$ cat config.mk
export PLATFORM = sky130hd
export DESIGN_NAME = fcma_lane
export DESIGN_NICKNAME = d
export VERILOG_FILES = /design/src/hdl/fcma_pkg.sv /design/src/hdl/fcma_lane.sv
export SDC_FILE = /design/constraint.sdc
export NUM_CORES = 2
export LEC_CHECK = 0
export ABC_AREA = 1
export CORE_MARGIN = 5
export CORE_UTILIZATION = 34
export CTS_BUF_LIST = sky130_fd_sc_hd__clkbuf_2 sky130_fd_sc_hd__clkbuf_4 sky130_fd_sc_hd__clkbuf_8
export CTS_CLUSTER_DIAMETER = 30
export DETAILED_ROUTE_END_ITERATION = 10
export DONT_BUFFER_PORTS = 1
export GPL_ROUTABILITY_DRIVEN = 0
export HOLD_SLACK_MARGIN = 0.1
export PLACE_DENSITY = 0.47
export SLEW_MARGIN = 20
export SYNTH_ARGS = -nofsm -noshare
export SYNTH_HDL_FRONTEND = slang
export SYNTH_SLANG_ARGS = --single-unit
$ cat constraint.sdc
create_clock -name clk -period 2.85 [get_ports clk]
set_clock_uncertainty 0.2 [all_clocks]
set_input_delay 0.1425 -clock clk [delete_from_list [all_inputs] [get_ports clk]]
set_output_delay 0.1425 -clock clk [all_outputs]
set_load 0.05 [all_outputs]
$ cat src/hdl/fcma_pkg.sv
`timescale 1ns / 1ps
`default_nettype none

package fcma_pkg;

  // channel and sample geometry
  localparam int CHANNELS = 4;
  localparam int SAMPLE_W = 12;
  localparam logic [SAMPLE_W-1:0] SAMPLE_MAX = '1;

  // history ring, one row per averaging step
  localparam int HIST_DEPTH = 256;
  localparam int PTR_W = $clog2(HIST_DEPTH);

  // running sums wrap at this width, top bit is the sign
  localparam int SUM_W = SAMPLE_W + 11;

  // windows and their log2
  localparam int FAST_CV_WIN = 8;
  localparam int FAST_KNOB_WIN = 64;
  localparam int CV_FAST_SHIFT_I = $clog2(FAST_CV_WIN);
  localparam int KNOB_FAST_SHIFT_I = $clog2(FAST_KNOB_WIN);
  localparam int HIST_SHIFT_I = $clog2(HIST_DEPTH);
  localparam int SHIFT_W = $clog2(HIST_SHIFT_I + 1);
  localparam logic [SHIFT_W-1:0] CV_FAST_SHIFT = SHIFT_W'(CV_FAST_SHIFT_I);
  localparam logic [SHIFT_W-1:0] KNOB_FAST_SHIFT = SHIFT_W'(KNOB_FAST_SHIFT_I);
  localparam logic [SHIFT_W-1:0] HIST_SHIFT = SHIFT_W'(HIST_SHIFT_I);

  // read offsets back into the ring
  localparam logic [PTR_W-1:0] CV_FAST_OFS = PTR_W'(FAST_CV_WIN);
  localparam logic [PTR_W-1:0] KNOB_FAST_OFS = PTR_W'(FAST_KNOB_WIN);
  localparam logic [PTR_W-1:0] HIST_OFS = PTR_W'(HIST_DEPTH);

  // scan pre-averaging
  localparam int SCANS = 4;
  localparam int SCAN_SHIFT = $clog2(SCANS);
  localparam int SCAN_CNT_W = $clog2(SCANS);
  localparam int ACC_W = SAMPLE_W + SCAN_SHIFT;
  localparam logic [SCAN_CNT_W-1:0] SCAN_LAST = SCAN_CNT_W'(SCANS - 1);

  // smoothing modes
  localparam logic [1:0] MODE_FAST = 2'd0;
  localparam logic [1:0] MODE_SLOW = 2'd1;
  localparam logic [1:0] MODE_PREAVG = 2'd2;

  // register map
  localparam int APB_ADDR_W = 3;
  localparam int APB_DATA_W = 32;
  localparam logic REG_SMOOTHING_MODE = 1'b0;

  typedef logic [SAMPLE_W-1:0] sample_t;

  // stage 0 request to a lane: history access for one averaging step
  typedef struct packed {
    logic fire;
    logic [PTR_W-1:0] wr_addr;
    logic [PTR_W-1:0] rd_addr;
    logic [SHIFT_W-1:0] shift;
  } lane_req_t;

  // stage 1 control to a lane
  typedef struct packed {
    logic go;
    logic hit;
  } lane_s1_t;

endpackage

`default_nettype wire

$ cat src/hdl/fcma_lane.sv
`timescale 1ns / 1ps
`default_nettype none

module fcma_lane (
  input  wire logic                clk,
  input  wire logic                rst,
  input  wire fcma_pkg::lane_req_t req,
  input  wire fcma_pkg::sample_t   val,
  input  wire fcma_pkg::lane_s1_t  s1,
  output fcma_pkg::sample_t        result
);
  import fcma_pkg::*;

  sample_t hist [HIST_DEPTH];
  sample_t rd_data;
  sample_t val1;
  logic [SHIFT_W-1:0] shift1;
  logic [SUM_W-1:0] sum;

  sample_t leaving;
  logic [SUM_W-1:0] sum_next;
  logic [SUM_W-1:0] quot;

  // history ring: read the leaving sample, write the new one
  always_ff @(posedge clk) begin
    if (req.fire) begin
      rd_data <= hist[req.rd_addr];
      hist[req.wr_addr] <= val;
      val1 <= val;
      shift1 <= req.shift;
    end
  end

  // running sum update and divide by window
  always_comb begin
    leaving = s1.hit ? rd_data : '0;
    sum_next = sum + SUM_W'(val1) - SUM_W'(leaving);
    quot = sum_next >> shift1;
    if (sum_next[SUM_W-1]) begin
      result = '0;
    end else if (quot > SUM_W'(SAMPLE_MAX)) begin
      result = SAMPLE_MAX;
    end else begin
      result = quot[SAMPLE_W-1:0];
    end
  end

  always_ff @(posedge clk) begin
    if (rst) begin
      sum <= '0;
    end else if (s1.go) begin
      sum <= sum_next;
    end
  end

endmodule

`default_nettype wire

==> Word level (Yosys, flattened, before mapping) <==
Memory sizes are Yosys's and may differ from the RTL's. A register that Yosys moved wholly into a read port is not among the register bits.
Index checks and enable logic that the tools add are counted.
Widths: inputs -> output; s select.
{ "classes": {"n_lt_le_gt_ge": 1, "n_mux": 5, "shifts": 1, "n_addsub": 2} }
{ "op_table": {"columns": ["op", "count"], "rows": [
  ["$mux 12", 3],
  ["$add 23x12->23", 1],
  ["$gt 23x12->1 const B", 1],
  ["$shr 23x4->23", 1],
  ["$sub 23x12->23", 1],
  ["$mux 1", 2]
]} }
{ "word_totals": {"ramBits": 3072, "elab_cells": 13, "out_inout_bits": 12, "register_bits": 39, "inputBits": 37, "mem_count": 1} }
{ "mem_list": {"columns": ["memory", "depth", "word_bits", "read_ports", "rd_clocked_by_memory_dff", "write_ports", "line", "source"], "rows": [
  ["hist", 256, 12, 1, 1, 1, "fcma_lane.sv:14", "sample_t hist [HIST_DEPTH];"]
]} }

==> Longest topological paths before layout <==
{ "logic_depth": {"word_depth": 6, "ltp_mapped": 27} }

==> Least setup slack after synthesis <==
No wires, ideal clock.
{ "synth_timing": {"path_type": "reg-to-output", "start": "register rd_data[0], read port of hist", "end": "output port result[0]", "arrival_time_ns": 3.297, "n_path_buf": 0, "required_time_ns": 2.508, "stages_incl_launch_ff": 22, "path_slack_ns": -0.789, "cell_sequence": "edfxtp_1 > nand2_1 > inv_1 > ha_1 > inv_1 > ha_1 > fa_1 > nand3_1 > nand3_1 > nand2_1 > nand2_1 > nand2_1 > nand3_1 > nand2_1 > nand2_1 > nand3_1 > nand2_1 > o211ai_1 > nor2_1 > nand3_2 > nand2_2 > a21oi_1"} }
{ "synth_via": {"elab_chain_cells": 6} }
{ "synth_lines": {"columns": ["element", "line", "source"], "rows": [
  ["start: declaration", "fcma_lane.sv:15", "sample_t rd_data;"],
  ["$mux 12 *", "fcma_lane.sv:36", "leaving = s1.hit ? rd_data : '0;"],
  ["$sub 23x12->23 *", "fcma_lane.sv:37", "sum_next = sum + SUM_W'(val1) - SUM_W'(leaving);"],
  ["$shr 23x4->23", "fcma_lane.sv:38", "quot = sum_next >> shift1;"],
  ["$gt 23x12->1", "fcma_lane.sv:41", "end else if (quot > SUM_W'(SAMPLE_MAX)) begin"],
  ["$mux 12", "fcma_lane.sv:41", null],
  ["$mux 12 *", "fcma_lane.sv:39", "if (sum_next[SUM_W-1]) begin"],
  ["end: declaration", "fcma_lane.sv:10", "output fcma_pkg::sample_t result"]
]} }
Every way passes the cells marked *; elsewhere a longest branch is shown, timed or not.

==> Final worst setup path <==
{ "layout_timing": {"start": "register rd_data[10], read port of hist", "end": "register sum[16]"} }
{ "layout_via": {"elab_chain_cells": 2} }
{ "layout_lines": {"columns": ["element", "line", "source"], "rows": [
  ["$mux 12", "fcma_lane.sv:36", null],
  ["$sub 23x12->23", "fcma_lane.sv:37", null],
  ["end signal: assignment", "fcma_lane.sv:52", "sum <= sum_next;"],
  ["end: declaration", "fcma_lane.sv:18", "logic [SUM_W-1:0] sum;"]
]} }
No other way between the ends.
A chain may end at the register's enable or synchronous reset.

==> reports/results.ini <==
[sta]
holdWs_ps=-1097
slew_headroom_pct=-10.10
fin_crit_sh_pct=174.4
max_freq_mhz=201.2
setup_viol=17
setup_ws_ps=-2121
slew_viol_final=64
period_needed_ps=4971
rsz0062_at_grt=yes
worst_pin_slew_ps=1651
finalHoldViolCount=3095

[clock_tree]
cts_tree=yes
cts_buffers=685
insertion_delay_ps=1190
clock_path_buffers=4
cts.sink_count=3123
clkTransAtPathRegs_ps=50
htree_levels=6
cts-root-buf=clkbuf_8

[finish]
area_delta_synth_final_pct=22.95
multiInputGateArea_um2=29620
n_fill_cell=34450
final_area_um2=155200
seq_area_um2=93550
nNetsFinal=11150
utilization_pct=42.02
drive_gt1_share_pct=19.87
instances_no_fill=16610

[critical_path]
arrival_ps=5830
cp_common_cell=buf_4
setup.worst_path.start_class=flop
critPathTopFamily=buffers and inverters
path_class=flop to flop
cp_max_fo=4
endpoint_kind=flop
slowest_stage=fa_1
path_buf_inv=24
worstPathRequired_ps=3710
slowest_delay_ps=480

[logic_synthesis]
ys_warn_count=0
yosys.cell_types.count=43
synthTopCellsByArea=edfxtp_1, o21ai_0, nor2_1, o22ai_1, nand2_1
avgSynthCellArea_um2=12.49
syn_area_um2=126300
syn_nets=10180
synth.mux.area_fraction_pct=0
synth_edf_count=3100
ys_ff_latch=3123
synth_top_area_share_pct=73.72
yosys.area.top_type=edfxtp_1
synth_compound_area_share_pct=12.70
synth.most_common_cell=edfxtp_1
async_flop_share_pct=0
synth_top_family_by_area=compound AO/OA/AOI/OAI gates
synthXorXnorAreaFrac_pct=0.07630
yosys.area_share.simple_pct=9.456
ys_seq_area_share_pct=74.09
synth_commonest_cells=edfxtp_1, nor2_1, o21ai_0, o22ai_1, nand2_1
synth-main-ff-cell=edfxtp_1
synthAdderAreaFrac_pct=0.4182
netlist_instances=10110

[global_route]
track_usage_pct=21.76
gr-total-overflow=0
grt_pass1_vias=86870
antenna_found_initial=25
grt_start_max_net_pins=760
grt_pass1_wl_mm=620.1

[placed_design]
place_inst=15210
dp_hpwl_mm=220.5
placed_area_um2=137500
io_buffers=0
dp_slack_ps=-2845

[routing]
drc=0
totalWireLength_mm=437.5
vias=88970
via_per_inst=5.357
dr.first_iter.drc_count=9647
drt_pass1_iterations=6
ant_nets=0
route.detailed.wl_per_inst_um=26.35

[floorplan]
start_util_pct=34.18
die_w_um=619.4
io_pins=49
core-area_um2=369400
die_y_um=619.4
dieArea_um2=383700
core.rowCount=223

[run_status]
violations=negative hold slack, max-slew violations, negative setup slack
status=finished, violations left

[flow_run]
maxCapViolCount=0

[power]
p_per_area_nw_per_um2=776.5
ir_drop_mv=0.5602
p_leak_nw=52.43

[hold_path]
hp-class=input port to flop

==> where the power goes <==
group	switching, mW	leakage, nW	internal, mW
Clock	21.6	7.69	32.3
Combinational	9.28	16.7	6.49
Sequential	0.0797	28.1	50.8
==> logic make-up after synthesis <==
group                      count (synthesis)
DFF                                     3123
AOI/OAI and AO/OA                       2951
buffers and inverters                    946
and+or+nand+nor                         3045
adders and majority gates                 35
xor gates and xnor gates                  11
==> metrics by stage <==
step / total power, mW / setup TNS (ps)
2_1_floorplan: 59.00 / -5305
3_3_place_gp: 64.16 / -21140
3_5_place_dp: 64.52 / -40810
4_1_cts: 120.3 / -29290
5_1_grt: 125.1 / -31420
6_report: 120.5 / -26360
==> worst paths after layout <==
check                               endpoint  slack (ps)  depth (start not counted)         from
worst max register to register       sum[16]       -2120                         33  rd_data[10]
worst min register to register        sum[0]         280                          2       sum[0]
worst max-delay path                 sum[16]       -2120                         33  rd_data[10]
worst min-delay path            hist[134][8]       -1100                          0       val[8]
==> per-layer routing <==
| layer | vias to the layer above | GRT usage [%] | wire (um) |
|---|---|---|---|
| li1 | 39440 | - | - |
| met1 | 45270 | 30.44 | 189400 |
| met2 | 3574 | 34.79 | 203600 |
| met3 | 685 | 3.782 | 31230 |
| met4 | 4 | 6.469 | 13220 |
| met5 | - | 0 | 23 |
==> final cells by class <==
| type | count | share of cell area (%) |
|---|---|---|
| Multi-Input combinational cell | 6042 | 19.08 |
| Antenna cell | 8 | 0.01290 |
| Timing Repair Buffer | 1012 | 6.365 |
| Tap cell | 4950 | 3.990 |
| Inverter | 213 | 0.5432 |
| Clock buffer | 800 | 6.653 |
| Clock inverter | 459 | 3.098 |
| Sequential cell | 3123 | 60.26 |
==> registers in the layout (all words and copies together) (netlist names) <==
register,cells
hist,3072
rd_data,12
shift1,4
sum,23
val1,12
==> cell usage in the layout, fill, tap and decap left out, drive strengths merged, types with 2 or more instances in the layout <==
master,netlist,routed
edfxtp,3100,3100
nor2,2181,2181
o21ai,1918,1918
o22ai,936,936
buf,311,936
clkbuf,422,807
nand2,560,560
clkinv,2,281
nand3,273,273
inv,211,245
bufinv,0,87
a21oi,72,72
clkinvlp,0,59
dlygate4sd3,0,54
dfxtp,23,23
ha,23,23
o211ai,14,14
nor3,14,14
fa,12,12
bufbuf,0,11
diode,0,8
nand4,7,7
a31oi,6,6
xnor2,6,6
and3,5,5
xor2,5,5
dlymetal6s4s,0,4
o31ai,2,2
or2,2,2
and2,2,2
==> what timing repair did <==
item                                    in CTS  in global routing
setup buffers                               46                 14
hold buffers                                65                  4
pin swaps                                   36                 40
endpoints found under the hold margin     6209               3431
endpoints found under the setup margin      30                106
gates cloned                                11                  7
resized for setup                           96                143
Note: power is estimated with default switching activity, not from simulation.
