### src/hdl/fcma_pkg.sv
`timescale 1ns / 1ps
`default_nettype none

package fcma_pkg;

  // channel and sample geometry
  localparam int CHANNELS = 4;
  localparam int SAMPLE_W = 12;
  localparam logic [SAMPLE_W-1:0] SAMPLE_MAX = '1;

  // history ring, one row per averaging step
  localparam int HIST_DEPTH = 256;
  localparam int PTR_W = $clog2(HIST_DEPTH);

  // running sums wrap at this width, top bit is the sign
  localparam int SUM_W = SAMPLE_W + 11;

  // windows and their log2
  localparam int FAST_CV_WIN = 8;
  localparam int FAST_KNOB_WIN = 64;
  localparam int CV_FAST_SHIFT_I = $clog2(FAST_CV_WIN);
  localparam int KNOB_FAST_SHIFT_I = $clog2(FAST_KNOB_WIN);
  localparam int HIST_SHIFT_I = $clog2(HIST_DEPTH);
  localparam int SHIFT_W = $clog2(HIST_SHIFT_I + 1);
  localparam logic [SHIFT_W-1:0] CV_FAST_SHIFT = SHIFT_W'(CV_FAST_SHIFT_I);
  localparam logic [SHIFT_W-1:0] KNOB_FAST_SHIFT = SHIFT_W'(KNOB_FAST_SHIFT_I);
  localparam logic [SHIFT_W-1:0] HIST_SHIFT = SHIFT_W'(HIST_SHIFT_I);

  // read offsets back into the ring
  localparam logic [PTR_W-1:0] CV_FAST_OFS = PTR_W'(FAST_CV_WIN);
  localparam logic [PTR_W-1:0] KNOB_FAST_OFS = PTR_W'(FAST_KNOB_WIN);
  localparam logic [PTR_W-1:0] HIST_OFS = PTR_W'(HIST_DEPTH);

  // scan pre-averaging
  localparam int SCANS = 4;
  localparam int SCAN_SHIFT = $clog2(SCANS);
  localparam int SCAN_CNT_W = $clog2(SCANS);
  localparam int ACC_W = SAMPLE_W + SCAN_SHIFT;
  localparam logic [SCAN_CNT_W-1:0] SCAN_LAST = SCAN_CNT_W'(SCANS - 1);

  // smoothing modes
  localparam logic [1:0] MODE_FAST = 2'd0;
  localparam logic [1:0] MODE_SLOW = 2'd1;
  localparam logic [1:0] MODE_PREAVG = 2'd2;

  // register map
  localparam int APB_ADDR_W = 3;
  localparam int APB_DATA_W = 32;
  localparam logic REG_SMOOTHING_MODE = 1'b0;

  typedef logic [SAMPLE_W-1:0] sample_t;

  // stage 0 request to a lane: history access for one averaging step
  typedef struct packed {
    logic fire;
    logic [PTR_W-1:0] wr_addr;
    logic [PTR_W-1:0] rd_addr;
    logic [SHIFT_W-1:0] shift;
  } lane_req_t;

  // stage 1 control to a lane
  typedef struct packed {
    logic go;
    logic hit;
  } lane_s1_t;

endpackage

`default_nettype wire

### src/hdl/fcma_merge.sv
`timescale 1ns / 1ps
`default_nettype none

module fcma_merge (
  input  wire logic                                      clk,
  input  wire logic                                      rst,
  input  wire logic                                      go,
  input  wire fcma_pkg::sample_t [fcma_pkg::CHANNELS-1:0] result,
  output logic                                           out_free,
  output logic                                           smoothed_valid,
  input  wire logic                                      smoothed_ready,
  output fcma_pkg::sample_t [fcma_pkg::CHANNELS-1:0]      smoothed
);
  import fcma_pkg::*;

  // output register takes all four lanes at once
  assign out_free = !smoothed_valid || smoothed_ready;

  always_ff @(posedge clk) begin
    if (rst) begin
      smoothed_valid <= 1'b0;
    end else if (go) begin
      smoothed_valid <= 1'b1;
    end else if (smoothed_ready) begin
      smoothed_valid <= 1'b0;
    end
  end

  always_ff @(posedge clk) begin
    if (go) begin
      for (int c = 0; c < CHANNELS; c++) begin
        smoothed[c] <= result[c];
      end
    end
  end

endmodule

`default_nettype wire

### config.mk
export PLATFORM = sky130hd
export DESIGN_NAME = fcma_merge
export DESIGN_NICKNAME = d
export VERILOG_FILES = /design/src/hdl/fcma_pkg.sv /design/src/hdl/fcma_merge.sv
export SDC_FILE = /design/constraint.sdc
export NUM_CORES = 1
export LEC_CHECK = 0
export BUFFER_PORTS_ARGS = -buffer_cell sky130_fd_sc_hd__buf_2
export CORE_ASPECT_RATIO = 1.75
export CORE_UTILIZATION = 43
export CTS_BUF_LIST = sky130_fd_sc_hd__clkbuf_16
export DETAILED_ROUTE_END_ITERATION = 7
export PLACE_DENSITY = 0.91
export SYNTH_ARGS = -nofsm -noshare
export SYNTH_HDL_FRONTEND = slang
export SYNTH_SLANG_ARGS = --single-unit
### constraint.sdc
create_clock -name clk -period 1.6 [get_ports clk]
set_input_delay 0 -clock clk [delete_from_list [all_inputs] [get_ports clk]]
set_output_delay 0 -clock clk [all_outputs]
set_load 0.03 [all_outputs]
Yosys cells after proc, flatten, opt, wreduce, memory -nomap -nowiden:

Cells that the tools add are included.

* memories: 0
* register bits after elaboration: 49
* latch bits: 0
* bits in writable memories: 0
* memory bits (read-only): 0
* logic and storage cells: 10
* input port bits: 52
* output and inout port bits: 50

* div/mod/pow operators: 0
* reductions and logical operators: 3
* muxes and demuxes: 2
* equality and inequality tests: 0
* shift-type cells: 0
* bitwise operators: 0
* $mul: 0
* $lt $le $gt $ge: 0
* add/sub/neg operators: 0

Operator list (count)
* 1-bit 2-to-1 mux: 2
* 2-bit nonzero test: 1
* 1-bit logical NOT: 1
* 1-bit logical OR: 1

Longest topological paths before layout:

Gate-level depths: netlist (run 1).

* depth after elaboration: 2
* gate-level depth with buffers: 2
* mapped depth without buffers: 2

Worst setup path after synthesis (run 1):

No wires, ideal clock.

* path kind: reg2reg
* start: register, netlist name smoothed_valid
* end: register smoothed_valid
* data required time: 1.534 ns
* arrival time: 0.814 ns
* cell stages (with the launch flop): 3
* slack: 0.719 ns
* clock period less this slack: 0.881 ns
* buffers on the path: 0
* library setup time: 0.066 ns
* cell sequence: dfxtp_1 -> nand2b_4 -> a21oi_2

RTL lines
* end signal, assigned: line fcma_merge.sv:21 `smoothed_valid <= 1'b0;`
* end signal, assigned: line fcma_merge.sv:23 `smoothed_valid <= 1'b1;`
* end signal, assigned: line fcma_merge.sv:25 `smoothed_valid <= 1'b0;`
* end, declared: line fcma_merge.sv:10 `output logic smoothed_valid,`

==> results of run 1 <==
==> path summary, 6_finish.rpt <==
path                  start        endpoint  slack (ns)  cells after the start
max          smoothed_valid  smoothed_valid        0.44                      3
max reg2reg  smoothed_valid  smoothed_valid        0.44                      3
min reg2reg  smoothed_valid  smoothed_valid        1.05                      3
min                      go     smoothed[7]        0.22                      2
==> kinds of logic after synthesis <==
| group | count (synthesis) |
|---|---|
| and+or+nand+nor | 1 |
| DFF | 49 |
| buffers and inverters | 1 |
| AOI/OAI and AO/OA | 1 |
==> cells in the mapped netlist, drive strengths merged <==
cell | count | area share, %
edfxtp | 48 | 97
a21oi | 1 | 0.59
nand2b | 1 | 0.92
dfxtp | 1 | 1.3
inv | 1 | 0.25
==> state kept, by name, summed over array words and instances (netlist names) <==
name and flops:
smoothed 48, smoothed_valid 1
==> metrics by stage <==
stage,power [mW],area [um^2],util (%),worst slack [ns]
final,3.03,2710,84.3,0.438
after detailed placement,1.97,2070,64.4,0.909
after floorplan,1.79,1490,-,0.719
after CTS,3.01,2710,84.3,0.449
after global routing,3.12,2710,84.3,0.390
after global placement,1.96,2070,64.4,0.929
==> per-layer routing <==
layer / GRT usage, % / wire length, um / vias to the layer above
li1: - / - / 523
met1: 28.1 / 1600 / 563
met2: 41.0 / 2330 / 80
met3: 7.92 / 373 / 12
met4: 12.9 / 122 / 0
met5: 0 / 0 / -
==> layout by cell type, fill, tap and decap left out <==
cell / instances
dlygate4sd3_1: 50
buf_12: 1
inv_1: 1
clkinv_1: 2
nand2b_4: 1
dfxtp_1: 1
a21oi_2: 1
clkbuf_16: 5
edfxtp_1: 48
buf_2: 101
clkinv_2: 1
==> area by class of cell <==
class	instances	area share, %
Clock buffer	5	4.63
Inverter	1	0.139
Sequential cell	49	54.0
Tap cell	43	1.99
Clock inverter	3	0.463
Timing Repair Buffer	152	37.9
Multi-Input combinational cell	2	0.833
==> power by group through the flow <==
stage	logic, mW	clock network, mW	registers (mW)
6_report	0.504	0.969	1.55
5_1_grt	0.530	1.03	1.56
2_1_floorplan	0.00697	0	1.78
3_3_place_gp	0.390	0	1.57
4_1_cts	0.496	0.964	1.55
3_5_place_dp	0.399	0	1.57
==> reports/results.txt, run 1 <==
Outcome -> complete, no violations
Total negative slack -> 0 ns
Worst-path fanout max -> 2
Post-Syn Area -> 0.00149 mm^2
Die span in x -> 46.5 um
# fillers -> 141
Max-slew violation count -> 0
Logic pwr share -> 16.6%
Synth-to-Final Area Change -> 81.8%
Die H -> 79.8 um
GP Congestion -> 0.658
Post-synthesis sequential area ratio -> 98.2%
Worst path max stage delay -> 0.54 ns
H-tree levels -> 2
Via-per-instance ratio -> 4.62
Router iterations before antenna repair -> 4
Setup crit end kind -> flip-flop
CP cell instances -> nand2b_4 -> a21oi_2 -> dlygate4sd3_1
DRC viols -> 0
Switch Pwr -> 0.744 mW
Setup repair bufs after CTS -> 0
Netlist cell types -> 5
Synth Area in Simple Gates -> 0.925%
Crit path required time -> 1.82 ns
FF+latch area -> 0.00146 mm^2
Initial antenna violation count -> 0
Final hold viol count -> 0
Max-cap violation count -> 0
Flops & latches, synth -> 49
Post-cts gate resize count -> 0
Routed via count -> 1178
Share of layout cells above drive strength 1 -> 51.9%
FP Rows -> 27
Routed wire length -> 4430 um
Crit path arrival time -> 1.38 ns
Largest family of logic cells by synthesized area -> simple AND/OR/NAND/NOR gates
Max Freq -> 0.860 GHz
Clock tree buffer depth -> 2
Global-route wire length before repair -> 6130 um
Sink Count -> 49
Final net count -> 263
Area of the multi-input gates -> 22.5 um^2
Initial drt markers -> 35
CTS root buf -> clkbuf_16
IO Port Bufs -> 101
Vias in the first global route -> 1210
Cts bufs inserted -> 5
Non-filler cells, final -> 255
Power per cell area -> 1120 mW/mm^2
Cell family with most CP delay -> buffers and inverters
Total congestion overflow -> 0
I/O pins -> 102
Core Region -> 0.00321 mm^2
Net Count, Synth -> 104
Mean Syn Cell Area -> 28.6 um^2
CTS tree -> built
Gr usage total -> 25.2%
Worst-path clk slew -> 0.06 ns
CP max stage cell -> dlygate4sd3_1
Part of the power in registers -> 51.3%
Largest net degree at the start of global routing -> 50
Final min period -> 1.16 ns
WP buf/inv -> 1
Post-synthesis xor/xnor area fraction -> 0%
Peak supply drop -> 1120 uV
YS warnings -> 0
Number of setup violations in the final report -> 0
Internal power -> 2.28 mW
Synth Area in Compound Gates -> 0.589%
Min-delay worst type -> in2reg
Max Clock Skew -> 0 ns
Sw Ratio -> 24.6%
Dpl cells -> 197
# diodes -> 0
Tcrit/Tclk final -> 72.6%
DRT antenna net count -> 0
CP Launch Type -> flip-flop
Adder-cell share of the synthesized area -> 0%
Post-CTS Hold Buffers -> 50
Mux share of post-synthesis cell area -> 0%
Syn Inst Count -> 52
Critical path class -> reg2reg
Total Die Area -> 0.00371 mm^2
Tightest hold margin -> 0.222 ns
Max_slew headroom -> 83.4%
Wirelength per Cell -> 17.4 um
RSZ-0062 raised after global routing -> no
P_leak -> 1.18 nW
Initial Util -> 46.4%
Worst-Margin Slew -> 0.249 ns
Clk Latency, worst-skew pair -> 0.27 ns
Clock power frac -> 32.0%
No activity file was read; power rests on OpenSTA's default activity.
==> inputs of run 2 (changes only) <==
--- a/config.mk
+++ b/config.mk
@@ -5,12 +5,13 @@
 export SDC_FILE = /design/constraint.sdc
 export NUM_CORES = 1
 export LEC_CHECK = 0
+export ABC_AREA = 1
 export BUFFER_PORTS_ARGS = -buffer_cell sky130_fd_sc_hd__buf_2
 export CORE_ASPECT_RATIO = 1.75
-export CORE_UTILIZATION = 43
+export CORE_UTILIZATION = 36
 export CTS_BUF_LIST = sky130_fd_sc_hd__clkbuf_16
 export DETAILED_ROUTE_END_ITERATION = 7
-export PLACE_DENSITY = 0.91
+export PLACE_DENSITY = 0.82
 export SYNTH_ARGS = -nofsm -noshare
 export SYNTH_HDL_FRONTEND = slang
 export SYNTH_SLANG_ARGS = --single-unit
==> constraint.sdc (replaced) <==
create_clock -name clk -period 0.95 [get_ports clk]
set_input_delay 0 -clock clk [delete_from_list [all_inputs] [get_ports clk]]
set_output_delay 0 -clock clk [all_outputs]
set_load 0.03 [all_outputs]
==> run 2 against run 1 <==
Final area rose by 0.32%. Clock power rose by 67%. Combinational power rose by 66%. Global-route usage fell by 7.6 points. Worst setup slack got worse by 0.40 ns. Sequential cell count did not move. First-iteration DRC count fell by 66%. Sequential share of layout area fell by 0.17 points. Critical endpoint is now out_free. Largest cell class unchanged. Synthesized cell count rose by 1.9%. Core utilization fell by 15 points. Count of clock-buffer cells in the layout did not move.
==> reports/results.txt, run 2 <==
Outcome -> complete, no violations
I/O pins -> 102
CTS root buf -> clkbuf_16
Logic pwr share -> 16.6%
Total negative slack -> 0 ns
Tcrit/Tclk final -> 96.1%
DRT antenna net count -> 0
Synth-to-Final Area Change -> 82.9%
Power per cell area -> 1860 mW/mm^2
Ys flop type -> edfxtp_1
Final hold viol count -> 0
Final min period -> 0.913 ns
Top Registers -> smoothed x48, smoothed_valid x1
Worst-path clk slew -> 0.06 ns
Via-per-instance ratio -> 4.26
H-tree levels -> 2
Net Count, Synth -> 105
Post-Place Cell Area -> 0.00207 mm^2
CP max stage cell -> dlygate4sd3_1
Max FFs per register -> 48
Die H -> 86.9 um
Yosys top cell by area -> edfxtp_1
FP Rows -> 30
Most area-consuming cells after synthesis -> edfxtp_1 97%, dfxtp_1 1.3%, a21oi_2 0.59%
Mean Syn Cell Area -> 28.0 um^2
Top-area cell type share of the netlist area -> 97.1%
GP Congestion -> 0.649
Total Die Area -> 0.00439 mm^2
Worst-path fanout max -> 2
Setup crit end kind -> output port
Routed wire length -> 3730 um
Cts bufs inserted -> 5
Post-synth EDFFs -> 48
FF+latch area -> 0.00146 mm^2
P_leak -> 1.18 nW
Core Region -> 0.00390 mm^2
Global-route wire length before repair -> 5360 um
Number of setup violations in the final report -> 0
Commonest non-fill, non-tap cell in the layout -> buf_2
Worst-Margin Slew -> 0.253 ns
Share of layout cells above drive strength 1 -> 51.6%
Crit path required time -> 0.95 ns
Max Clock Skew -> 0 ns
Largest net degree at the start of global routing -> 50
Setup WS post-layout -> 0.0371 ns
Initial drt markers -> 12
Gr usage total -> 17.6%
Wirelength per Cell -> 14.3 um
Post-Place Setup Slack -> 0.254 ns
Clock tree buffer depth -> 2
Max-slew violation count -> 0
Worst path max stage delay -> 0.53 ns
CP Launch Type -> primary input
Peak supply drop -> 1600 uV
Post-synthesis sequential area ratio -> 98.5%
Post-route cell area -> 0.00271 mm^2
Sink Count -> 49
Routed via count -> 1111
Internal power -> 3.84 mW
Router iterations before antenna repair -> 4
Post-Syn Area -> 0.00148 mm^2
Max-cap violation count -> 0
Total congestion overflow -> 0
# fillers -> 281
Area of the multi-input gates -> 15.0 um^2
Initial Util -> 38.0%
Setup repair bufs after CTS -> 0
Netlist cell types -> 5
Max_slew headroom -> 83.2%
# diodes -> 0
Min-delay worst type -> in2reg
Sw Ratio -> 24.0%
CTS tree -> built
Commonest cells in the netlist -> 48 x edfxtp_1, 2 x inv_1, 1 x a21oi_2, 1 x dfxtp_1, 1 x nand2_2
Clock power frac -> 32.0%
Max Freq -> 1.10 GHz
Ys async rst share -> 0%
Part of the power in registers -> 51.4%
Most frequent cell after synthesis -> edfxtp_1
CP cell instances -> dlygate4sd3_1 -> buf_2 -> inv_1 -> nand2_2 -> buf_6
DRC viols -> 0
Initial antenna violation count -> 0
Largest register by flop count -> smoothed
YS warnings -> 0
Vias in the first global route -> 1177
Syn Inst Count -> 53
Clk Latency, worst-skew pair -> 0.27 ns
Flops & latches, synth -> 49
Switch Pwr -> 1.21 mW
IO Port Bufs -> 101
Final net count -> 264
Die span in x -> 50.5 um
RSZ-0062 raised after global routing -> no
FF-to-FF setup slack -> 0.33 ns
Most frequent cells in the layout -> 100 x buf_2, 50 x dlygate4sd3_1, 48 x edfxtp_1, 5 x clkbuf_16
Crit path arrival time -> 0.91 ns
Critical path class -> in2out
[run 2: worst paths after layout]
| path | from | to | cells after the start |
|---|---|---|---|
| worst max-delay path | smoothed_ready | out_free | 5 |
| worst max register to register | smoothed_valid | smoothed_valid | 2 |
| worst min-delay path | go | smoothed[44] | 2 |
| worst min register to register | smoothed_valid | smoothed_valid | 2 |
[run 2: layout make-up]
class | count | area share (%)
sequential | 49 | 53.8
clock inverter | 3 | 0.461
multi-input combinational | 2 | 0.553
inverter | 2 | 0.277
timing repair buffer | 152 | 38.0
tap | 48 | 2.21
clock buffer | 5 | 4.61
[run 2: power groups by stage]
stage | logic [mW] | registers, mW | clock network (mW)
2_1_floorplan | 0.0104 | 3.00 | 0
3_3_place_gp | 0.659 | 2.64 | 0
3_5_place_dp | 0.671 | 2.65 | 0
4_1_cts | 0.831 | 2.60 | 1.66
5_1_grt | 0.875 | 2.61 | 1.74
6_report | 0.839 | 2.60 | 1.62
[run 2: routing by layer]
| metal | share of wire [%] | GRT usage, % | routed length (um) |
|---|---|---|---|
| met1 | 30 | 15.7 | 1120 |
| met3 | 5.9 | 4.71 | 220 |
| met5 | 0 | 0 | 0 |
| met4 | 3.6 | 9.34 | 136 |
| met2 | 60 | 33.9 | 2250 |
[run 2: timing repair]
action,CTS,global route
hold buffers,50,0
hold endpoints to repair,49,0
resized for setup,0,3
endpoints found under the setup margin,0,1
[run 2: per-stage QoR]
stage | instances | utilization (%) | hold WS [ns] | power [mW]
after floorplan | 53 | - | 0.0624 | 3.01
after global placement | 203 | 53.0 | 0.158 | 3.30
after detailed placement | 203 | 53.0 | 0.166 | 3.32
after CTS | 261 | 69.4 | 0.216 | 5.09
after global routing | 261 | 69.5 | 0.233 | 5.23
final | 261 | 69.5 | 0.219 | 5.05
[run 2: cell families after synthesis]
family                 share of synthesized area, %
DFF                                            98.5
buffers and inverters                         0.506
and+or+nand+nor                               0.422
AOI/OAI and AO/OA                             0.590
[run 2: critical path, delay by kind of cell]
kind	cells	cell delay, ns
buf+inv	4	0.84
simple gates	1	0.07
