File: src/hdl/fcma_pkg.sv
`timescale 1ns / 1ps
`default_nettype none

package fcma_pkg;

  // channel and sample geometry
  localparam int CHANNELS = 4;
  localparam int SAMPLE_W = 12;
  localparam logic [SAMPLE_W-1:0] SAMPLE_MAX = '1;

  // history ring, one row per averaging step
  localparam int HIST_DEPTH = 256;
  localparam int PTR_W = $clog2(HIST_DEPTH);

  // running sums wrap at this width, top bit is the sign
  localparam int SUM_W = SAMPLE_W + 11;

  // windows and their log2
  localparam int FAST_CV_WIN = 8;
  localparam int FAST_KNOB_WIN = 64;
  localparam int CV_FAST_SHIFT_I = $clog2(FAST_CV_WIN);
  localparam int KNOB_FAST_SHIFT_I = $clog2(FAST_KNOB_WIN);
  localparam int HIST_SHIFT_I = $clog2(HIST_DEPTH);
  localparam int SHIFT_W = $clog2(HIST_SHIFT_I + 1);
  localparam logic [SHIFT_W-1:0] CV_FAST_SHIFT = SHIFT_W'(CV_FAST_SHIFT_I);
  localparam logic [SHIFT_W-1:0] KNOB_FAST_SHIFT = SHIFT_W'(KNOB_FAST_SHIFT_I);
  localparam logic [SHIFT_W-1:0] HIST_SHIFT = SHIFT_W'(HIST_SHIFT_I);

  // read offsets back into the ring
  localparam logic [PTR_W-1:0] CV_FAST_OFS = PTR_W'(FAST_CV_WIN);
  localparam logic [PTR_W-1:0] KNOB_FAST_OFS = PTR_W'(FAST_KNOB_WIN);
  localparam logic [PTR_W-1:0] HIST_OFS = PTR_W'(HIST_DEPTH);

  // scan pre-averaging
  localparam int SCANS = 4;
  localparam int SCAN_SHIFT = $clog2(SCANS);
  localparam int SCAN_CNT_W = $clog2(SCANS);
  localparam int ACC_W = SAMPLE_W + SCAN_SHIFT;
  localparam logic [SCAN_CNT_W-1:0] SCAN_LAST = SCAN_CNT_W'(SCANS - 1);

  // smoothing modes
  localparam logic [1:0] MODE_FAST = 2'd0;
  localparam logic [1:0] MODE_SLOW = 2'd1;
  localparam logic [1:0] MODE_PREAVG = 2'd2;

  // register map
  localparam int APB_ADDR_W = 3;
  localparam int APB_DATA_W = 32;
  localparam logic REG_SMOOTHING_MODE = 1'b0;

  typedef logic [SAMPLE_W-1:0] sample_t;

  // stage 0 request to a lane: history access for one averaging step
  typedef struct packed {
    logic fire;
    logic [PTR_W-1:0] wr_addr;
    logic [PTR_W-1:0] rd_addr;
    logic [SHIFT_W-1:0] shift;
  } lane_req_t;

  // stage 1 control to a lane
  typedef struct packed {
    logic go;
    logic hit;
  } lane_s1_t;

endpackage

`default_nettype wire

File: src/hdl/fcma_front.sv
`timescale 1ns / 1ps
`default_nettype none

module fcma_front (
  input  wire logic                                      clk,
  input  wire logic                                      rst,
  input  wire logic [1:0]                                smoothing_mode,
  input  wire logic                                      sample_valid,
  output logic                                           sample_ready,
  input  wire fcma_pkg::sample_t [fcma_pkg::CHANNELS-1:0] scan,
  input  wire logic                                      out_free,
  output fcma_pkg::sample_t [fcma_pkg::CHANNELS-1:0]      step_val,
  output fcma_pkg::lane_req_t                            cv_req,
  output fcma_pkg::lane_req_t                            knob_req,
  output fcma_pkg::lane_s1_t                             cv_s1,
  output fcma_pkg::lane_s1_t                             knob_s1
);
  import fcma_pkg::*;

  logic [PTR_W-1:0] ptr;
  logic [HIST_DEPTH-1:0] row_vld;
  logic [ACC_W-1:0] scan_acc [CHANNELS];
  logic [SCAN_CNT_W-1:0] scan_count;
  logic s1_valid;
  logic cv_hit;
  logic knob_hit;

  logic fast;
  logic preavg;
  logic group_done;
  logic accept;
  logic step_fire;
  logic s1_go;
  logic [ACC_W-1:0] acc_sum [CHANNELS];
  sample_t avg [CHANNELS];

  // handshake and step decision
  always_comb begin
    fast = (smoothing_mode == MODE_FAST);
    preavg = (smoothing_mode == MODE_PREAVG);
    group_done = (scan_count == SCAN_LAST);
    sample_ready = !s1_valid || out_free;
    accept = sample_valid && sample_ready;
    step_fire = accept && (!preavg || group_done);
    s1_go = s1_valid && out_free;
  end

  // scan sums and the value that enters the window
  always_comb begin
    for (int c = 0; c < CHANNELS; c++) begin
      acc_sum[c] = scan_acc[c] + ACC_W'(scan[c]);
      avg[c] = SAMPLE_W'(acc_sum[c] >> SCAN_SHIFT);
      step_val[c] = preavg ? avg[c] : scan[c];
    end
    // cv is inverted after pre-averaging
    if (preavg) begin
      step_val[0] = SAMPLE_MAX - avg[0];
    end
  end

  // history access per lane group
  always_comb begin
    cv_req.fire = step_fire;
    cv_req.wr_addr = ptr;
    cv_req.rd_addr = ptr - (fast ? CV_FAST_OFS : HIST_OFS);
    cv_req.shift = fast ? CV_FAST_SHIFT : HIST_SHIFT;
    knob_req.fire = step_fire;
    knob_req.wr_addr = ptr;
    knob_req.rd_addr = ptr - (fast ? KNOB_FAST_OFS : HIST_OFS);
    knob_req.shift = fast ? KNOB_FAST_SHIFT : HIST_SHIFT;
    cv_s1.go = s1_go;
    cv_s1.hit = cv_hit;
    knob_s1.go = s1_go;
    knob_s1.hit = knob_hit;
  end

  // pointer, row valid bits, stage 1 valid
  always_ff @(posedge clk) begin
    if (rst) begin
      ptr <= '0;
      row_vld <= '0;
      s1_valid <= 1'b0;
      cv_hit <= 1'b0;
      knob_hit <= 1'b0;
    end else begin
      if (step_fire) begin
        ptr <= ptr + 1'b1;
        row_vld[ptr] <= 1'b1;
        cv_hit <= row_vld[cv_req.rd_addr];
        knob_hit <= row_vld[knob_req.rd_addr];
      end
      if (step_fire) begin
        s1_valid <= 1'b1;
      end else if (s1_go) begin
        s1_valid <= 1'b0;
      end
    end
  end

  // pre-averaging accumulators
  always_ff @(posedge clk) begin
    if (rst) begin
      scan_count <= '0;
      for (int c = 0; c < CHANNELS; c++) begin
        scan_acc[c] <= '0;
      end
    end else if (accept && preavg) begin
      if (group_done) begin
        scan_count <= '0;
        for (int c = 0; c < CHANNELS; c++) begin
          scan_acc[c] <= '0;
        end
      end else begin
        scan_count <= scan_count + 1'b1;
        for (int c = 0; c < CHANNELS; c++) begin
          scan_acc[c] <= acc_sum[c];
        end
      end
    end
  end

  // a stalled step stays in stage 1
  a_s1_hold: assert property (@(posedge clk) disable iff (rst)
    s1_valid && !out_free |=> s1_valid)
    else $error("stage 1 step dropped while stalled");

  // no new step enters while stage 1 is stalled
  a_no_overrun: assert property (@(posedge clk) disable iff (rst)
    s1_valid && !out_free |-> !step_fire)
    else $error("step issued over a stalled stage 1");

  // the ring pointer moves by one row per step
  a_ptr_step: assert property (@(posedge clk) disable iff (rst)
    step_fire |=> ptr == PTR_W'($past(ptr) + 1'b1))
    else $error("history pointer did not advance by one");

  // pre-averaging steps only on a completed group
  a_group: assert property (@(posedge clk) disable iff (rst)
    step_fire && preavg |-> scan_count == SCAN_LAST)
    else $error("pre-averaged step before the group completed");

endmodule

`default_nettype wire

File: config.mk
export PLATFORM = sky130hd
export DESIGN_NAME = fcma_front
export DESIGN_NICKNAME = d
export VERILOG_FILES = /design/src/hdl/fcma_pkg.sv /design/src/hdl/fcma_front.sv
export SDC_FILE = /design/constraint.sdc
export NUM_CORES = 1
export LEC_CHECK = 0
export BUFFER_PORTS_ARGS = -buffer_cell sky130_fd_sc_hd__buf_2
export CORE_ASPECT_RATIO = 1.25
export CORE_MARGIN = 1.5
export CORE_UTILIZATION = 40
export CTS_CLUSTER_SIZE = 25
export DETAILED_ROUTE_END_ITERATION = 6
export PLACE_DENSITY = 0.53
export SLEW_MARGIN = 20
export SYNTH_ARGS = -nofsm -noshare
export SYNTH_HDL_FRONTEND = slang
export SYNTH_SLANG_ARGS = --single-unit
export TNS_END_PERCENT = 1
File: constraint.sdc
create_clock -name clk -period 3.71 [get_ports clk]
set_input_delay 0.1855 -clock clk [delete_from_list [all_inputs] [get_ports clk]]
set_output_delay 0.1855 -clock clk [all_outputs]
set_load 0.05 [all_outputs]
Word-level counts from Yosys, hierarchy flattened

Memories as Yosys holds them, arrays and structs flattened.
Index checks and enable logic that the tools add are counted.

Word-level logic and storage cells: 77
Register bits: 269
Bits of input ports: 54
Memories: 1
RAM bits: 56
Output and inout bits: 95

$lt $le $gt $ge: 4
Equality and inequality tests: 2
Add/subtract/negate cells: 9
Multiplexer cells: 35
Reduce and logical (&&, ||, !) cells: 11
Bitwise gates (word level): 9

Memory list:

| memory   | words | width | rd ports | clocked after memory_dff | write ports | RTL line         | source |
|---|---|---|---|---|---|---|---|
| scan_acc | 4     | 14    | 4        | 0                        | 4           | fcma_front.sv:22 | `logic [ACC_W-1:0] scan_acc [CHANNELS];` |

Operators with widths:

| operator               | count |
|---|---|
| $or 256x256->256       | 1 |
| $mux 14                | 8 |
| $add 14x12->14         | 4 |
| $mux 12                | 4 |
| $lt 8x9->1 const B     | 3 |
| $bmux 1 s8             | 2 |
| $mux 1                 | 15 |
| $mux 4                 | 3 |
| $sub 12x12->12 const A | 1 |
| $add 8x1->8 const B    | 1 |
| $demux 1 s8            | 1 |
| $ge 8x1->1 const B     | 1 |
| $or 1x1->1             | 8 |
| $sub 8x4->8            | 1 |
| $sub 8x7->8            | 1 |
| $mux 7                 | 1 |
| $logic_and 1x1->1      | 5 |
| $eq 2x2->1 const B     | 2 |
| $add 2x1->2 const B    | 1 |
| $logic_not 1->1        | 2 |
| $logic_not 2->1        | 1 |
| $logic_or 1x1->1       | 2 |
| $mux 2                 | 1 |
| $reduce_bool 2->1      | 1 |

Depth between registers and ports, before layout

Gate-level depths: netlist of run 1.

Word-level depth: 9
Gate-level depth with buffers: 12
Depth with buffers taken out: 11

Least setup slack after synthesis of run 1

OpenSTA, ideal clock, no wires.

Kind: register -> output
Start: memory scan_acc[3][0] (netlist name)
End: output port step_val[46] (netlist name)
Arrival: 3.147 ns
Setup slack: 0.377 ns
Path buffers: 0
Data required time: 3.524 ns
Stages on the path, launching flop included: 11
Cell sequence: edfxtp_1 ha_1 fa_1 a21o_1 a21oi_1 nand2b_1 a21o_1 a21oi_1 o41ai_1 xor2_1 o21ai_0

RTL lines:

| element            | RTL line         | source |
|---|---|---|
| start: declaration | fcma_front.sv:22 |  |
| end: declaration   | fcma_front.sv:12 | `output fcma_pkg::sample_t [fcma_pkg::CHANNELS-1:0] step_val,` |

==> flow_metrics.tcl, run 1 <==
set metrics [dict create \
    status "completed" \
    synth_compound_area_share_pct 16.5 \
    top_usage_layer "met2" \
    post-route-min-period_ns 3.43 \
    grt_pass1_wl_mm 71.6 \
    vias_per_cell 5.44 \
    area_growth_syn_to_layout_pct 13.2 \
    die_h_um 227 \
    synth-seq-cells 325 \
    ys.flop_type "dfxtp_1" \
    setup_viol 0 \
    routed_wl_mm 46.5 \
    use_met3_pct 3.14 \
    overflow 0 \
    maxCapViolations 0 \
    numPortBuffers 146 \
    cp-startpoint "scan_acc[3][0]" \
    synth_area_leaders "dfxtp_1 (35%), a21oi_1 (8.8%), nor2_1 (8.4%)" \
    min_from "out_free" \
    synth.mux.area_fraction_pct 10.3 \
    synth_top_area_share_pct 35.2 \
    die_x_um 182 \
    yosys.area_share.simple_pct 15.8 \
    io_pins 149 \
    wl_per_cell_um 19.2 \
    grt_pass1_vias 12400 \
    cts_htree_levels 2 \
    syn_area_um2 16100 \
    hold_ws_ns 0.0826 \
    rsz0062_at_grt "no" \
    synth_area_leader_cell "dfxtp_1" \
    synthAdderAreaFrac_pct 4.85 \
    clk_pin_slew_ns 0.06 \
    drive_gt1_share_pct 16.3 \
    grt_max_degree 154 \
    place_area_um2 17100 \
    rows 82 \
    fin_nets 2009 \
    dp_cells 2361 \
    max_freq_mhz 291 \
    hold_violations 0 \
    cts_sinks 325 \
    crit_arrival_ns 3.25 \
    ys_async_sr_fraction_pct 0 \
    min_path_type "in2reg" \
    grt.met1_usage_pct 28.6 \
    endpoint_kind "output pin" \
    p_per_area_nw_per_um2 460 \
    finalCritPeriodShare_pct 92.5 \
    postLayoutCoreUtil_pct 45.7 \
    clockRootBuffer "clkbuf_16" \
    startpoint_type "flip-flop" \
    cts.hold.buffers_added 0 \
    drt_iter0_drc 808 \
    vias 13200 \
    synth_edf_count 42 \
    combPwrFrac_pct 13.6 \
    clk_latency_ns 0.54 \
    cp_max_fo 2 \
    use_met2_pct 38.8 \
    n_antenna_cell 0 \
    clockBufferDepth 3 \
    gp_congestion 0.975 \
    cp.required_ns 3.52 \
    yosys.area_share.xor_xnor_pct 3.10 \
    place_hpwl_mm 31.7 \
    track_usage_pct 22.3 \
    tns_ns 0 \
    syn_avg_cell_area_um2 8.86 \
    fill_cells 3960 \
    cts_inserted_buffers 36 \
    skew_ns 0.0232 \
    start_util_pct 40.4 \
    stdcell_count 2425 \
    relSlewSlack_pct 30.3 \
    p_int_mw 6.11 \
    power_frac_seq_pct 43.4 \
    cts_setup_buffers 0 \
    cts_tree "done" \
    synthCells 1818 \
    tightestPinTransition_ns 1.04 \
    antenna_found_initial 0 \
    ir_drop_v 0.000376 \
    r2r_start "ptr[2]" \
    worstSetupPathType "reg2out" \
    cellLeakagePower_nw 7.30 \
    synth_top_family_by_area "compound AO/OA/AOI/OAI gates" \
    first_pass_iters 5 \
    p_switching_mw 2.29 \
    drcViolationCount 0 \
    yosysWarnings 0 \
    clkPwrFrac_pct 43.0 \
    core-area_um2 39900 \
    sw_frac_of_total_pct 27.2 \
    antenna_left 0 \
    dieArea_um2 41500 \
    ctsResizeCount 0 \
    final-max-slew-violation-count 0 \
    finalInstanceArea_um2 18200 \
    seq_area_frac_synth_pct 43.0 \
    ys_types 63 \
]
critical path, cell delays in order, from the launching register on:
cell,delay [ns]
edfxtp_1,0.37
ha_1,0.22
fa_1,0.41
a21o_1,0.19
a21oi_1,0.20
nand2b_1,0.15
a21o_1,0.13
a21oi_1,0.08
o41ai_1,0.35
xor2_1,0.15
o21ai_0,0.18
buf_2,0.29
registers in the layout, indices dropped and copies added (netlist names):
signal / flops
cv_hit: 1
knob_hit: 1
scan_count: 2
row_vld: 256
ptr: 8
scan_acc: 56
s1_valid: 1
layer usage:
layer | share of wire [%] | routed length [um] | vias up
met4 | 2.4 | 1120 | 0
met3 | 4.8 | 2240 | 70
met2 | 48 | 22500 | 351
li1 | - | - | 6473
met5 | 0 | 0 | -
met1 | 44 | 20600 | 6293
cells in the final DEF (no fill, tap or decap), drive strengths merged, types with 5 or more instances in the layout:
cell / synthesis / layout
a21o: 8 / 8
a21oi: 282 / 282
a22oi: 26 / 26
a2bb2oi: 5 / 5
a31oi: 27 / 27
and2: 23 / 23
and3: 20 / 20
buf: 68 / 201
clkbuf: 96 / 55
clkinv: 2 / 6
dfxtp: 283 / 283
edfxtp: 42 / 42
ha: 56 / 56
inv: 28 / 30
mux2i: 66 / 66
mux4: 42 / 42
nand2: 88 / 88
nand2b: 19 / 19
nand3: 11 / 11
nand4: 5 / 5
nor2: 361 / 361
nor2b: 14 / 14
nor3: 28 / 28
o21a: 9 / 9
o21ai: 95 / 95
o22ai: 10 / 10
or2: 7 / 7
or3: 10 / 10
xnor2: 31 / 31
xor2: 26 / 26
through the flow:
step           setup WS (ns)  total power, mW
2_1_floorplan          0.377             4.59
3_3_place_gp           0.821             4.86
3_5_place_dp           0.815             4.87
4_1_cts                0.252             8.48
5_1_grt               0.0196             8.72
6_report               0.277             8.39
power by group through the flow:
| stage | Combinational [mW] | Clock [mW] | Sequential [mW] |
|---|---|---|---|
| after floorplan | 0.883 | 0 | 3.70 |
| after global placement | 1.14 | 0 | 3.72 |
| after detailed placement | 1.15 | 0 | 3.72 |
| after CTS | 1.15 | 3.69 | 3.64 |
| after global routing | 1.24 | 3.83 | 3.65 |
| final | 1.14 | 3.61 | 3.64 |
logic make-up (layout without fill, tap and decap cells):
group / Yosys count / in the layout
AOI/OAI and AO/OA: 480 / 480
xor gates and xnor gates: 57 / 57
adders and majority gates: 60 / 60
buffers and inverters: 194 / 296
DFF: 325 / 325
muxes: 110 / 110
other: 1 / 2
and+or+nand+nor: 591 / 591
cells in the mapped netlist (21+ instances only):
| library cell | number |
|---|---|
| a21oi_1 | 282 |
| a22oi_1 | 26 |
| a31oi_1 | 27 |
| and2_1 | 21 |
| buf_4 | 31 |
| clkbuf_1 | 96 |
| dfxtp_1 | 283 |
| edfxtp_1 | 42 |
| ha_1 | 56 |
| inv_1 | 25 |
| mux2i_1 | 66 |
| mux4_2 | 33 |
| nand2_1 | 88 |
| nor2_1 | 360 |
| nor3_1 | 27 |
| o21ai_0 | 80 |
| xnor2_1 | 31 |
| xor2_1 | 26 |
final timing paths:
path,to,slack [ns],cells after the start
max,step_val[46],0.28,11
min,s1_valid,0.08,3
max reg2reg,cv_hit,0.88,9
min reg2reg,row_vld[71],0.46,2
cell type report:
cell class / instances / area, um2 / share of cell area (%)
Tap cell: 504 / 631 / 3.46
Clock inverter: 10 / 113 / 0.618
Sequential cell: 325 / 6940 / 38.0
Timing Repair Buffer: 202 / 1210 / 6.64
Multi-Input combinational cell: 1300 / 8160 / 44.8
Clock buffer: 54 / 1070 / 5.88
Inverter: 30 / 113 / 0.618
Note: power is estimated with default switching activity, not from simulation.
==> run 2: changes to the inputs <==
--- a/config.mk
+++ b/config.mk
@@ -6,12 +6,14 @@
 export NUM_CORES = 1
 export LEC_CHECK = 0
 export BUFFER_PORTS_ARGS = -buffer_cell sky130_fd_sc_hd__buf_2
+export CELL_PAD_IN_SITES_DETAIL_PLACEMENT = 1
+export CELL_PAD_IN_SITES_GLOBAL_PLACEMENT = 2
 export CORE_ASPECT_RATIO = 1.25
 export CORE_MARGIN = 1.5
 export CORE_UTILIZATION = 40
 export CTS_CLUSTER_SIZE = 25
 export DETAILED_ROUTE_END_ITERATION = 6
-export PLACE_DENSITY = 0.53
+export PLACE_DENSITY = 0.82
 export SLEW_MARGIN = 20
 export SYNTH_ARGS = -nofsm -noshare
 export SYNTH_HDL_FRONTEND = slang
==> flow_metrics.tcl, run 2 (synthesized netlist as in run 1, its figures left out) <==
set metrics [dict create \
    status "completed" \
    endpoint_kind "output pin" \
    drcViolationCount 0 \
    pre_cts_ws_ns 0.715 \
    drt_iter0_drc 719 \
    io_pins 149 \
    antenna_left 0 \
    grt_pass1_wl_mm 79.1 \
    largest_register "row_vld" \
    setup_viol 0 \
    critical-path-max-stage-delay_ns 0.40 \
    n_antenna_cell 0 \
    crit_arrival_ns 3.27 \
    cp_max_fo 3 \
    tightestPinTransition_ns 1.10 \
    cts_tree "done" \
    routed_wl_mm 51.2 \
    finalCritPeriodShare_pct 93.3 \
    p_int_mw 6.20 \
    startpoint_type "flip-flop" \
    numPortBuffers 146 \
    postLayoutCoreUtil_pct 45.8 \
    vias_per_cell 5.55 \
    slowest_stage "fa_1" \
    max_freq_mhz 289 \
    cpMostUsedCell "o21ai_0" \
    min_path_type "in2reg" \
    mostFrequentLayoutCells "nor2_1 (359), a21oi_1 (282), dfxtp_1 (280), buf_2 (145), nand2_1 (88)" \
    final_common_cell "nor2_1" \
    dieArea_um2 41500 \
    p_per_area_nw_per_um2 468 \
    gp_congestion 0.937 \
    final-max-slew-violation-count 0 \
    cts_htree_levels 2 \
    rsz0062_at_grt "no" \
    tns_ns 0 \
    core-area_um2 39900 \
    cp_top_family "compound AO/OA/AOI/OAI gates" \
    die_h_um 227 \
    vias 13500 \
    power_frac_seq_pct 42.5 \
    start_util_pct 40.4 \
    cts_inserted_buffers 36 \
    clkPwrFrac_pct 43.9 \
    ir_drop_v 0.000424 \
    rows 82 \
    place_hpwl_mm 35.1 \
    cellLeakagePower_nw 7.34 \
    crit_buf_inv 2 \
    antenna_found_initial 0 \
    cp.required_ns 3.52 \
    ctsResizeCount 0 \
    grt_pass1_vias 13900 \
    overflow 0 \
    largestRegisters "row_vld x256, scan_acc x56, ptr x8" \
    largest_reg_flops 256 \
    p_switching_mw 2.36 \
    clockRootBuffer "clkbuf_16" \
    maxCapViolations 0 \
    clockBufferDepth 3 \
    clk_latency_ns 0.54 \
    grt_max_degree 119 \
    combPwrFrac_pct 13.6 \
    post-route-min-period_ns 3.46 \
    cts_sinks 325 \
    total_power_mw 8.56 \
    cts.hold.buffers_added 0 \
    hold_ws_ns 0.0842 \
    worst_slack_ns 0.250 \
    first_pass_iters 5 \
    sw_frac_of_total_pct 27.5 \
    skew_ns 0.0231 \
    area_growth_syn_to_layout_pct 13.5 \
    hold_violations 0 \
    wl_per_cell_um 21.1 \
    track_usage_pct 24.7 \
    fin_nets 2011 \
    die_x_um 182 \
    clk_pin_slew_ns 0.06 \
    drive_gt1_share_pct 16.8 \
    cts_setup_buffers 0 \
    relSlewSlack_pct 26.7 \
    worstSetupPathType "reg2out" \
    cp_cell_sequence "ha_1 > inv_1 > fa_1 > nor2b_1 > o21ai_0 > a21boi_0 > o21bai_1 > a21oi_1 > o41ai_1 > xnor2_1 > o21ai_0 > buf_2" \
]
## run 2: cell count changes in the layout (fill, tap and decap cells not counted), moves of 3 or more
cell       delta
clkbuf_1      -4
buf_4         +5
buf_12        -3
clkbuf_16     +3
clkinv_2      +4
## run 2: layer usage
metal	wire length, um	track usage, %	vias to the layer above
li1	-	-	6465
met1	21800	29.6	6645
met2	25900	45.5	290
met3	1970	3.09	81
met4	1530	8.48	0
met5	0	0	-
## run 2: final cells by class
type	instances	area [um2]
repair buffers	204	1190
fillers	4685	21600
inverters	30	113
multi-input cells	1300	8170
flip-flops and latches	325	6940
well taps	504	631
clock buffers	52	1120
clock inverters	13	125
## run 2: worst min-delay path: cells and delay by family
kind	cells	cell delay, ns
AND/OR/NAND/NOR	1	0.11
adder cells (fa/ha/maj)	1	0.12
buffers and inverters	1	0.09
## run 2: power groups by stage
stage	sequential (mW)	combinational (mW)	clock [mW]
finish	3.64	1.16	3.76
detailed placement	3.72	1.16	0
CTS	3.64	1.17	3.85
floorplan	3.70	0.883	0
global placement	3.72	1.15	0
global route	3.64	1.26	4.00
## run 2: metrics by stage
stage	cell area [um2]	cells
after detailed placement	17000	2363
after floorplan	16100	1819
after CTS	18300	2428
final	18300	2428
after global routing	18300	2428
after global placement	17000	2363
## run 2: final timing paths
| kind | to | depth (start not counted) | slack (ns) | startpoint |
|---|---|---|---|---|
| worst max-delay path | step_val[10] | 12 | 0.25 | scan_acc[0][0] |
| worst min-delay path | scan_acc[1][0] | 3 | 0.08 | scan[12] |
| worst max register to register | knob_hit | 8 | 0.78 | ptr[1] |
| worst min register to register | row_vld[165] | 2 | 0.46 | row_vld[165] |
